--- config.mk ---
export PLATFORM = sky130hd
export DESIGN_NAME = skolem_channel_hop_lookup
export DESIGN_NICKNAME = d
export VERILOG_FILES = /design/src/design/schl_pkg.sv /design/src/design/schl_ram.sv /design/src/design/skolem_channel_hop_lookup.sv
export VERILOG_INCLUDE_DIRS = /design/src /design/src/design
export SDC_FILE = /design/constraint.sdc
export NUM_CORES = 2
export LEC_CHECK = 0
export BUFFER_PORTS_ARGS = -buffer_cell sky130_fd_sc_hd__buf_4
export CORE_UTILIZATION = 35
export DETAILED_ROUTE_END_ITERATION = 10
export RECOVER_POWER = 100
export SLEW_MARGIN = 20
export SYNTH_ARGS = -nofsm -noshare
export SYNTH_HDL_FRONTEND = slang
export SYNTH_SLANG_ARGS = --single-unit
export TNS_END_PERCENT = 30
--- constraint.sdc ---
create_clock -name clk -period 26.9 [get_ports clk]
set_input_delay 2.69 -clock clk [delete_from_list [all_inputs] [get_ports clk]]
set_output_delay 2.69 -clock clk [all_outputs]
set_load 0.02 [all_outputs]
--- src/design/assert_macros.svh ---
// assertion macros shared by the design files
`ifndef ASSERT_MACROS_SVH
`define ASSERT_MACROS_SVH
`ifndef SYNTHESIS
`define ASSERT_HOLDS(lbl, clk, rst_n, prop) \
    lbl: assert property (@(posedge clk) disable iff (!rst_n) (prop)) \
        else $error("assertion failed");
`define ASSERT_IMPLIES(lbl, clk, rst_n, ante, cons) \
    lbl: assert property (@(posedge clk) disable iff (!rst_n) (ante) |-> (cons)) \
        else $error("assertion failed");
`else
`define ASSERT_HOLDS(lbl, clk, rst_n, prop)
`define ASSERT_IMPLIES(lbl, clk, rst_n, ante, cons)
`endif
`endif

--- src/design/schl_pkg.sv ---
// types, codes and helper functions of the channel hop lookup
package schl_pkg;

    localparam int DEF_MAX_CHANNELS = 64;
    localparam int DEF_TIME_BITS    = 32;

    localparam logic [1:0] REG_NUM_CHANNELS = 2'd0;
    localparam logic [1:0] REG_START_INDEX  = 2'd1;
    localparam logic [1:0] REG_START_TIME   = 2'd2;

    localparam logic [1:0] ST_OK          = 2'd0;
    localparam logic [1:0] ST_UNSUPPORTED = 2'd1;
    localparam logic [1:0] ST_EARLY       = 2'd2;

    localparam logic [2:0] LAST_SEG = 3'd5;

    typedef enum logic [2:0] {
        S_IDLE,
        S_MOD,
        S_CLEAR,
        S_FIXED,
        S_SEG,
        S_PAIR_A,
        S_PAIR_B
    } seq_state_t;

    typedef struct packed {
        logic [8:0] a;
        logic [8:0] b;
        logic [7:0] cnt;
    } seg_t;

    // one restoring step of a remainder modulo len
    function automatic logic [7:0] mod_step(input logic [7:0] rem, input logic bit_in,
                                           input logic [7:0] len);
        logic [8:0] t;
        t = {rem, bit_in};
        if (t >= {1'b0, len})
            return 8'(t - {1'b0, len});
        else
            return t[7:0];
    endfunction

    // table for four channels
    function automatic logic [6:0] fixed_entry(input logic [3:0] idx);
        logic [6:0] v;
        case (idx)
            4'd1:    v = 7'd1;
            4'd2:    v = 7'd1;
            4'd3:    v = 7'd4;
            4'd4:    v = 7'd2;
            4'd5:    v = 7'd3;
            4'd6:    v = 7'd2;
            4'd7:    v = 7'd4;
            4'd8:    v = 7'd3;
            default: v = 7'd0;
        endcase
        return v;
    endfunction

    // pair run of the sequence construction: first pair (a,b), then a+1, b-1
    function automatic seg_t seg_params(input logic [6:0] n, input logic [2:0] seg);
        int m;
        int a;
        int b;
        int c;
        seg_t s;
        m = int'(n >> 2);
        a = 0;
        b = 0;
        c = 0;
        if (!n[0]) begin
            case (seg)
                3'd0:    begin a = 4 * m;     b = 8 * m;     c = 2 * m; end
                3'd1:    begin a = 2 * m + 1; b = 6 * m;     c = 1; end
                3'd2:    begin a = 2 * m;     b = 4 * m - 1; c = 1; end
                3'd3:    begin a = 1;         b = 4 * m - 2; c = (m >= 1) ? m - 1 : 0; end
                3'd4:    begin a = m;         b = m + 1;     c = 1; end
                3'd5:    begin a = m + 2;     b = 3 * m - 1; c = (m >= 2) ? m - 2 : 0; end
                default: c = 0;
            endcase
        end
        else begin
            case (seg)
                3'd0:    begin a = 4 * m + 2; b = 8 * m + 2; c = 2 * m; end
                3'd1:    begin a = 2 * m + 1; b = 6 * m + 2; c = 1; end
                3'd2:    begin a = 2 * m + 2; b = 4 * m + 1; c = 1; end
                3'd3:    begin a = 1;         b = 4 * m;     c = m; end
                3'd4:    begin a = m + 1;     b = m + 2;     c = 1; end
                3'd5:    begin a = m + 3;     b = 3 * m;     c = (m >= 2) ? m - 2 : 0; end
                default: c = 0;
            endcase
        end
        s.a   = 9'(a);
        s.b   = 9'(b);
        s.cnt = 8'(c);
        return s;
    endfunction

endpackage

--- src/design/schl_ram.sv ---
// generic single write port ram with registered read
module schl_ram #(
    parameter int WIDTH = 7,
    parameter int DEPTH = 129
) (
    input  logic                     clk,
    input  logic                     we,
    input  logic [$clog2(DEPTH)-1:0] waddr,
    input  logic [WIDTH-1:0]         wdata,
    input  logic [$clog2(DEPTH)-1:0] raddr,
    output logic [WIDTH-1:0]         rdata
);

    logic [WIDTH-1:0] mem [DEPTH];

    always_ff @(posedge clk)
    begin
        if (we)
        begin
            mem[waddr] <= wdata;
        end
        rdata <= mem[raddr];
    end

endmodule

--- src/design/skolem_channel_hop_lookup.sv ---
// skolem sequence channel hop lookup: table builder and pipelined slot lookup
//
//  channel   direction  handshake            fields
//  query     in         start & !busy        time_slot
//  result    out        done (one cycle)     channel, status
//  config    in         cfg_we               cfg_index, cfg_wdata
//
// one query per cycle while busy is low; done follows the accepting edge through the
// one-bit-per-stage division of the elapsed time by 2N and the slot, read and output registers
// writing num_channels starts a rebuild: start index reduction, clearing of all
// 2*MAX_CHANNELS+1 table entries, then for a supported N the fill (a segment step per
// segment and two writes per pair, or the fixed table for four channels)
// writing start_index alone runs only the reduction; busy is high during all of these
// after reset the table reads as unsupported and no clearing is needed
// results cannot be held off, so the pipeline never stalls
`include "assert_macros.svh"

module skolem_channel_hop_lookup
    import schl_pkg::*;
#(
    parameter int MAX_CHANNELS = DEF_MAX_CHANNELS,
    parameter int TIME_BITS    = DEF_TIME_BITS
) (
    input  logic        clk,
    input  logic        rst_n,
    input  logic        start,
    output logic        busy,
    input  logic [31:0] time_slot,
    output logic        done,
    output logic [6:0]  channel,
    output logic [1:0]  status,
    input  logic        cfg_we,
    input  logic [1:0]  cfg_index,
    input  logic [31:0] cfg_wdata
);

    localparam int DEPTH = 2 * MAX_CHANNELS + 1;
    localparam int AW    = $clog2(DEPTH);
    localparam int TB    = TIME_BITS;

    // configuration
    logic [6:0]  num_reg;
    logic [7:0]  si_reg;
    logic [31:0] stime_reg;

    always_ff @(posedge clk or negedge rst_n)
    begin
        if (!rst_n)
        begin
            num_reg   <= '0;
            si_reg    <= 8'd1;
            stime_reg <= '0;
        end
        else if (cfg_we)
        begin
            case (cfg_index)
                REG_NUM_CHANNELS: num_reg   <= cfg_wdata[6:0];
                REG_START_INDEX:  si_reg    <= cfg_wdata[7:0];
                REG_START_TIME:   stime_reg <= cfg_wdata;
                default:          ;
            endcase
        end
    end

    logic [7:0] len;
    logic       supported;
    assign len       = {num_reg, 1'b0};
    assign supported = (num_reg != 7'd0) && (int'(num_reg) <= MAX_CHANNELS) && !num_reg[1];

    // table builder
    seq_state_t state_reg, state_next;
    logic       rebuild_reg, rebuild_next;
    logic       ready_reg, ready_next;
    logic [2:0] mcnt_reg, mcnt_next;
    logic [7:0] mrem_reg, mrem_next;
    logic [7:0] si_mod_reg, si_mod_next;
    logic [AW-1:0] idx_reg, idx_next;
    logic [2:0] seg_reg, seg_next;
    logic [8:0] a_reg, a_next;
    logic [8:0] b_reg, b_next;
    logic [7:0] cnt_reg, cnt_next;
    seg_t       seg_cur;
    logic [7:0] mrem_step;

    assign seg_cur   = seg_params(num_reg, seg_reg);
    assign mrem_step = mod_step(mrem_reg, si_reg[3'd7 - mcnt_reg], len);

    always_comb
    begin
        state_next   = state_reg;
        rebuild_next = rebuild_reg;
        ready_next   = ready_reg;
        mcnt_next    = mcnt_reg;
        mrem_next    = mrem_reg;
        si_mod_next  = si_mod_reg;
        idx_next     = idx_reg;
        seg_next     = seg_reg;
        a_next       = a_reg;
        b_next       = b_reg;
        cnt_next     = cnt_reg;
        case (state_reg)
            S_IDLE:
            begin
                if (cfg_we && (cfg_index == REG_NUM_CHANNELS || cfg_index == REG_START_INDEX))
                begin
                    state_next   = S_MOD;
                    rebuild_next = (cfg_index == REG_NUM_CHANNELS);
                    mcnt_next    = '0;
                    mrem_next    = '0;
                    if (cfg_index == REG_NUM_CHANNELS)
                    begin
                        ready_next = 1'b0;
                    end
                end
            end
            S_MOD:
            begin
                mrem_next = mrem_step;
                mcnt_next = mcnt_reg + 3'd1;
                if (mcnt_reg == 3'd7)
                begin
                    si_mod_next = mrem_step;
                    idx_next    = '0;
                    state_next  = rebuild_reg ? S_CLEAR : S_IDLE;
                end
            end
            S_CLEAR:
            begin
                idx_next = idx_reg + 1'b1;
                if (idx_reg == AW'(DEPTH - 1))
                begin
                    idx_next     = '0;
                    seg_next     = '0;
                    rebuild_next = 1'b0;
                    if (!supported)
                        state_next = S_IDLE;
                    else if (num_reg == 7'd4)
                        state_next = S_FIXED;
                    else
                        state_next = S_SEG;
                end
            end
            S_FIXED:
            begin
                idx_next = idx_reg + 1'b1;
                if (idx_reg == AW'(8))
                begin
                    state_next = S_IDLE;
                    ready_next = 1'b1;
                end
            end
            S_SEG:
            begin
                a_next   = seg_cur.a;
                b_next   = seg_cur.b;
                cnt_next = seg_cur.cnt;
                if (seg_cur.cnt != 8'd0)
                    state_next = S_PAIR_A;
                else if (seg_reg == LAST_SEG)
                begin
                    state_next = S_IDLE;
                    ready_next = 1'b1;
                end
                else
                    seg_next = seg_reg + 3'd1;
            end
            S_PAIR_A:
            begin
                state_next = S_PAIR_B;
            end
            S_PAIR_B:
            begin
                a_next   = a_reg + 9'd1;
                b_next   = b_reg - 9'd1;
                cnt_next = cnt_reg - 8'd1;
                if (cnt_reg != 8'd1)
                    state_next = S_PAIR_A;
                else if (seg_reg == LAST_SEG)
                begin
                    state_next = S_IDLE;
                    ready_next = 1'b1;
                end
                else
                begin
                    seg_next   = seg_reg + 3'd1;
                    state_next = S_SEG;
                end
            end
            default:
            begin
                state_next = S_IDLE;
            end
        endcase
    end

    logic          wr_en;
    logic [AW-1:0] wr_addr;
    logic [6:0]    wr_data;
    logic [8:0]    pos;

    assign pos = (state_reg == S_PAIR_B) ? b_reg : a_reg;

    always_comb
    begin
        wr_en   = 1'b0;
        wr_addr = idx_reg;
        wr_data = '0;
        case (state_reg)
            S_CLEAR:
            begin
                wr_en = 1'b1;
            end
            S_FIXED:
            begin
                wr_en   = 1'b1;
                wr_data = fixed_entry(idx_reg[3:0]);
            end
            S_PAIR_A, S_PAIR_B:
            begin
                // positions outside the sequence are dropped
                wr_en   = ({1'b0, len} >= pos) && (int'(pos) < DEPTH);
                wr_addr = AW'(pos);
                wr_data = 7'(b_reg - a_reg);
            end
            default:
            begin
                wr_en = 1'b0;
            end
        endcase
    end

    always_ff @(posedge clk or negedge rst_n)
    begin
        if (!rst_n)
        begin
            state_reg   <= S_IDLE;
            rebuild_reg <= 1'b0;
            ready_reg   <= 1'b0;
            mcnt_reg    <= '0;
            idx_reg     <= '0;
            seg_reg     <= '0;
            cnt_reg     <= '0;
        end
        else
        begin
            state_reg   <= state_next;
            rebuild_reg <= rebuild_next;
            ready_reg   <= ready_next;
            mcnt_reg    <= mcnt_next;
            idx_reg     <= idx_next;
            seg_reg     <= seg_next;
            cnt_reg     <= cnt_next;
        end
    end

    always_ff @(posedge clk)
    begin
        mrem_reg   <= mrem_next;
        si_mod_reg <= si_mod_next;
        a_reg      <= a_next;
        b_reg      <= b_next;
    end

    assign busy = (state_reg != S_IDLE);

    // lookup pipeline
    logic          accept;
    logic [63:0]   t_ext;
    logic [63:0]   st_ext;
    logic [TB-1:0] t_cut;
    logic [TB-1:0] st_cut;
    logic [1:0]    status_in;

    assign accept = start && !busy;
    assign t_ext  = {32'd0, time_slot};
    assign st_ext = {32'd0, stime_reg};
    assign t_cut  = t_ext[TB-1:0];
    assign st_cut = st_ext[TB-1:0];

    always_comb
    begin
        if (!ready_reg)
            status_in = ST_UNSUPPORTED;
        else if (t_cut < st_cut)
            status_in = ST_EARLY;
        else
            status_in = ST_OK;
    end

    logic          pv_reg  [TB+1];
    logic [1:0]    ps_reg  [TB+1];
    logic [TB-1:0] pd_reg  [TB+1];
    logic [7:0]    pr1_reg [TB+1];
    logic [7:0]    pr2_reg [TB+1];
    logic          qb      [TB];
    logic [7:0]    r1n     [TB];
    logic [7:0]    r2n     [TB];

    // remainder of d and of its quotient, both modulo 2N, one bit per stage
    always_comb
    begin
        for (int k = 0; k < TB; k++)
        begin
            qb[k]  = ({pr1_reg[k], pd_reg[k][TB-1]} >= {1'b0, len});
            r1n[k] = mod_step(pr1_reg[k], pd_reg[k][TB-1], len);
            r2n[k] = mod_step(pr2_reg[k], qb[k], len);
        end
    end

    always_ff @(posedge clk or negedge rst_n)
    begin
        if (!rst_n)
        begin
            for (int k = 0; k <= TB; k++)
            begin
                pv_reg[k] <= 1'b0;
            end
        end
        else
        begin
            pv_reg[0] <= accept;
            for (int k = 0; k < TB; k++)
            begin
                pv_reg[k+1] <= pv_reg[k];
            end
        end
    end

    always_ff @(posedge clk)
    begin
        ps_reg[0]  <= status_in;
        pd_reg[0]  <= t_cut - st_cut;
        pr1_reg[0] <= '0;
        pr2_reg[0] <= '0;
        for (int k = 0; k < TB; k++)
        begin
            ps_reg[k+1]  <= ps_reg[k];
            pd_reg[k+1]  <= pd_reg[k] << 1;
            pr1_reg[k+1] <= r1n[k];
            pr2_reg[k+1] <= r2n[k];
        end
    end

    // slot reduction, table read, output
    logic [9:0] sum_a;
    logic [9:0] len2;
    logic [8:0] sa_reg;
    logic       va_reg;
    logic [1:0] sta_reg;
    logic [8:0] sb;
    logic [AW-1:0] slot;
    logic       vb_reg;
    logic [1:0] stb_reg;
    logic [6:0] rdata;
    logic       done_reg;
    logic [1:0] status_reg;
    logic [6:0] channel_reg;

    assign len2  = {1'b0, len, 1'b0};
    assign sum_a = {2'b0, si_mod_reg} + {2'b0, pr1_reg[TB]} + {2'b0, pr2_reg[TB]}
                 + {2'b0, len} - 10'd1;
    assign sb    = (sa_reg >= {1'b0, len}) ? (sa_reg - {1'b0, len}) : sa_reg;
    assign slot  = AW'(sb + 9'd1);

    always_ff @(posedge clk or negedge rst_n)
    begin
        if (!rst_n)
        begin
            va_reg   <= 1'b0;
            vb_reg   <= 1'b0;
            done_reg <= 1'b0;
        end
        else
        begin
            va_reg   <= pv_reg[TB];
            vb_reg   <= va_reg;
            done_reg <= vb_reg;
        end
    end

    always_ff @(posedge clk)
    begin
        sa_reg      <= (sum_a >= len2) ? 9'(sum_a - len2) : sum_a[8:0];
        sta_reg     <= ps_reg[TB];
        stb_reg     <= sta_reg;
        status_reg  <= stb_reg;
        channel_reg <= (stb_reg == ST_OK) ? rdata : 7'd0;
    end

    schl_ram #(
        .WIDTH (7),
        .DEPTH (DEPTH)
    ) u_table (
        .clk   (clk),
        .we    (wr_en),
        .waddr (wr_addr),
        .wdata (wr_data),
        .raddr (slot),
        .rdata (rdata)
    );

    assign done    = done_reg;
    assign status  = status_reg;
    assign channel = channel_reg;

    `ASSERT_IMPLIES(a_fixed_latency, clk, rst_n, accept, ##(TB + 4) done)
    `ASSERT_IMPLIES(a_flag_zero_channel, clk, rst_n, done && status != ST_OK, channel == 7'd0)
    `ASSERT_IMPLIES(a_status_code, clk, rst_n, done, status != 2'd3)
    `ASSERT_IMPLIES(a_no_item_in_rebuild, clk, rst_n, wr_en, !pv_reg[0])

endmodule
==> metrics <==
Post-Syn Area between 0.08 and 0.09 mm2; Max VDD drop ~0.13 mV; reg-to-reg startpoint num_reg[2]$_DFFE_PN0P_; Max Slew Vio Count around 1400; Net Count, Synth between 7000 and 8000; Std-Cell Core Area 0.2549 mm2; endpoints failing hold 0; LEAKAGE about 40 nW; Fin Hold WS around 260 ps; final setup fails 0; commonest non-fill, non-tap cell in the layout dfxtp_1; max_slew headroom -193.2%; Async S/R FF share, synth 5.041%; HP Class flop to flop; post-CTS repair timing setup buffer count 0; vias in the first global route around 55000; IO Port Bufs 80; Worst Setup SP num_reg[2]$_DFFE_PN0P_; CP Launch Type flop; final worst-path cycle share between 50% and 60%; CTS sink cnt between 2000 and 2500; R2R cell count 16; Final min period 15220 ps; max FFs per register around 900; area leader, netlist edfxtp_1; Synth area leaders edfxtp_1, dfxtp_1, ha_1, mux4_2, o21ai_0; commonest non-fill, non-tap cells in the layout dfxtp_1, edfxtp_1, o21ai_0; DR DRC count 0; initial antenna violation count 11; hold depth 0; drt pass-1 iters 6; Chip Height around 510 um; via density per instance between 5 and 6; crit end category flop; max cap viols 28; Rows roughly 190; number of synthesized flops with an enable pin approximately 940; CTS resizes 0; maximum root-to-sink buffer count 3; GPL Wtd Cong 0.8464; Synth Register Bits around 2200; IO Pins 81; Worst Hold Launch pd_reg[0][600]$_DFF_P_; drt total wl around 200000 um; Total GRT Usage between 10% and 20%; total number of yosys warnings 0; post-synthesis sequential area ratio a little under 60%; Worst-path clk slew approximately 60 ps; layout cell share with drive strength beyond 1 about a tenth; Syn Area/Cell approximately 13 um2; hold buffers post-CTS 0; largest net degree at the start of global routing a little over 100; gr ovfl total 0; hpwl dp roughly 130000 um; fin nets just under 8000; 1st-iter DRT viols around 4000; H-tree depth 4; Routed Antenna Nets 0; worst path arrival time ~16000 ps; Synth Instances between 7000 and 8000; first-pass GRT wire length between 300000 and 400000 um; Power Density 142.1 mW/mm2; Die ar. 0.2591 mm2; final setup TNS 0 ps; crit path max fanout 67; CTS tree done; Initial Utilization a little over a third; outcome finished with violations; TritonCTS buffer count 220; fillcell total around 24000; clk_skew roughly 110 ps; Area Growth Syn to Fin 13.77%; Die X roughly 510 um; WL/cell around 19 um; share of the synthesized area in the top cell type between 30% and 40%; Tightest Pin Transition between 4000 and 5000 ps; Root Buffer clkbuf_16; Clock Latency Late Sink 920 ps; Distinct cells, synth 76; RSZ-0062 raised after global routing no; violated checks capacitance limit, slew limit; detailed-route via count approximately 54000; most used flip-flop cell after synthesis dfxtp_1; worst setup path class flop to flop; Worst EP required roughly 28000 ps; fmax approximately 66 MHz
==> final cells by class <==
class | count | area (um2) | area share [%]
Sequential cell | 2182 | 53620 | 52.39
Multi-Input combinational cell | 4276 | 34220 | 33.43
Clock buffer | 263 | 5914 | 5.778
Tap cell | 3366 | 4212 | 4.115
Clock inverter | 153 | 2032 | 1.985
Inverter | 372 | 1410 | 1.378
Timing Repair Buffer | 152 | 943.4 | 0.9217
Antenna cell | 2 | 5.005 | 0.004890
==> report_power, final <==
group,leakage (nW),total (W),switching (W),internal (W)
Combinational,16.7,0.00650,0.00379,0.00272
Sequential,19.6,0.00480,0.000410,0.00439
Clock,3.84,0.00324,0.00134,0.00190
==> through the flow <==
stage	area, um2	std cells	setup WS, ps	util, %	total power, W
final	102400	10770	11680	40.16	0.01455
after global routing	102400	10770	10730	40.16	0.01559
after CTS	102600	10760	20090	40.27	0.01462
after detailed placement	94690	10350	20120	37.16	0.01131
after global placement	94690	10350	20200	37.16	0.01121
after floorplan	89970	7031	16670	-	0.009474
==> cell usage after synthesis (8+ instances only) <==
cell and count:
mux2_2 48, or3_1 11, a21oi_1 180, and2_1 10, edfxtp_1 937, nor3_1 20, a21boi_0 35, nand3_1 138
nand2_1 579, mux2i_1 103, xnor2_1 193, inv_1 367, xor2_1 158, o31ai_1 43, fa_1 83, o22ai_1 18
nand4_1 79, nor2_1 342, o21bai_1 12, clkbuf_1 167, a22oi_1 8, a211o_1 31, a31oi_1 30, dfrtp_1 109
o211a_1 37, a32oi_1 9, o2111ai_1 31, nand2b_1 107, nand4b_1 63, o21a_1 19, or4_1 33, a21o_1 154
mux4_2 226, buf_1 10, ha_1 552, nor2b_1 179, dfxtp_1 1135, buf_2 19, o21ai_0 617, and3_1 27
==> cells by family after synthesis <==
family | Yosys count | share of synthesized area [%]
xor gates and xnor gates | 352 | 3.435
adders and majority gates | 635 | 9.524
DFF | 2182 | 59.59
buffers and inverters | 573 | 2.438
and+or+nand+nor | 1616 | 8.721
AOI/OAI and AO/OA | 1295 | 8.870
muxes | 378 | 7.420
==> final timing paths <==
check                                      endpoint  slack (ps)
min                          pd_reg[0][633]$_DFF_P_         260
max in group asynchronous    num_reg[1]$_DFFE_PN0P_       19050
max reg2reg                u_table.rdata[2]$_DFF_P_       11680
min reg2reg                  pd_reg[0][633]$_DFF_P_         260
max                        u_table.rdata[2]$_DFF_P_       11680
min in group asynchronous      pv_reg[17]$_DFF_PN0_        2890
==> per-layer routing <==
metal  vias up  share of wire (%)  global-route usage (%)
met3       345                5.6                   2.661
met4         6                2.6                   4.912
met2      1382                 46                   25.66
met5         -              0.029                       0
li1      25850                  -                       -
met1     26720                 45                   21.17
==> critical path, cell delays in order, from the launching register on <==
cell and delay, ps:
dfrtp_1 320, clkbuf_1 1030, clkinvlp_2 2500, ha_1 1090, a21oi_1 220, a21oi_1 120, o31ai_1 1070, o21ai_0 250
ha_1 1470, clkbuf_1 3080, clkbuf_1 2220, mux4_2 580, nor2_1 50, or3_1 390, a32oi_1 280, nand3_1 180
o31ai_1 270
Power figures use the tool's default switching activity.
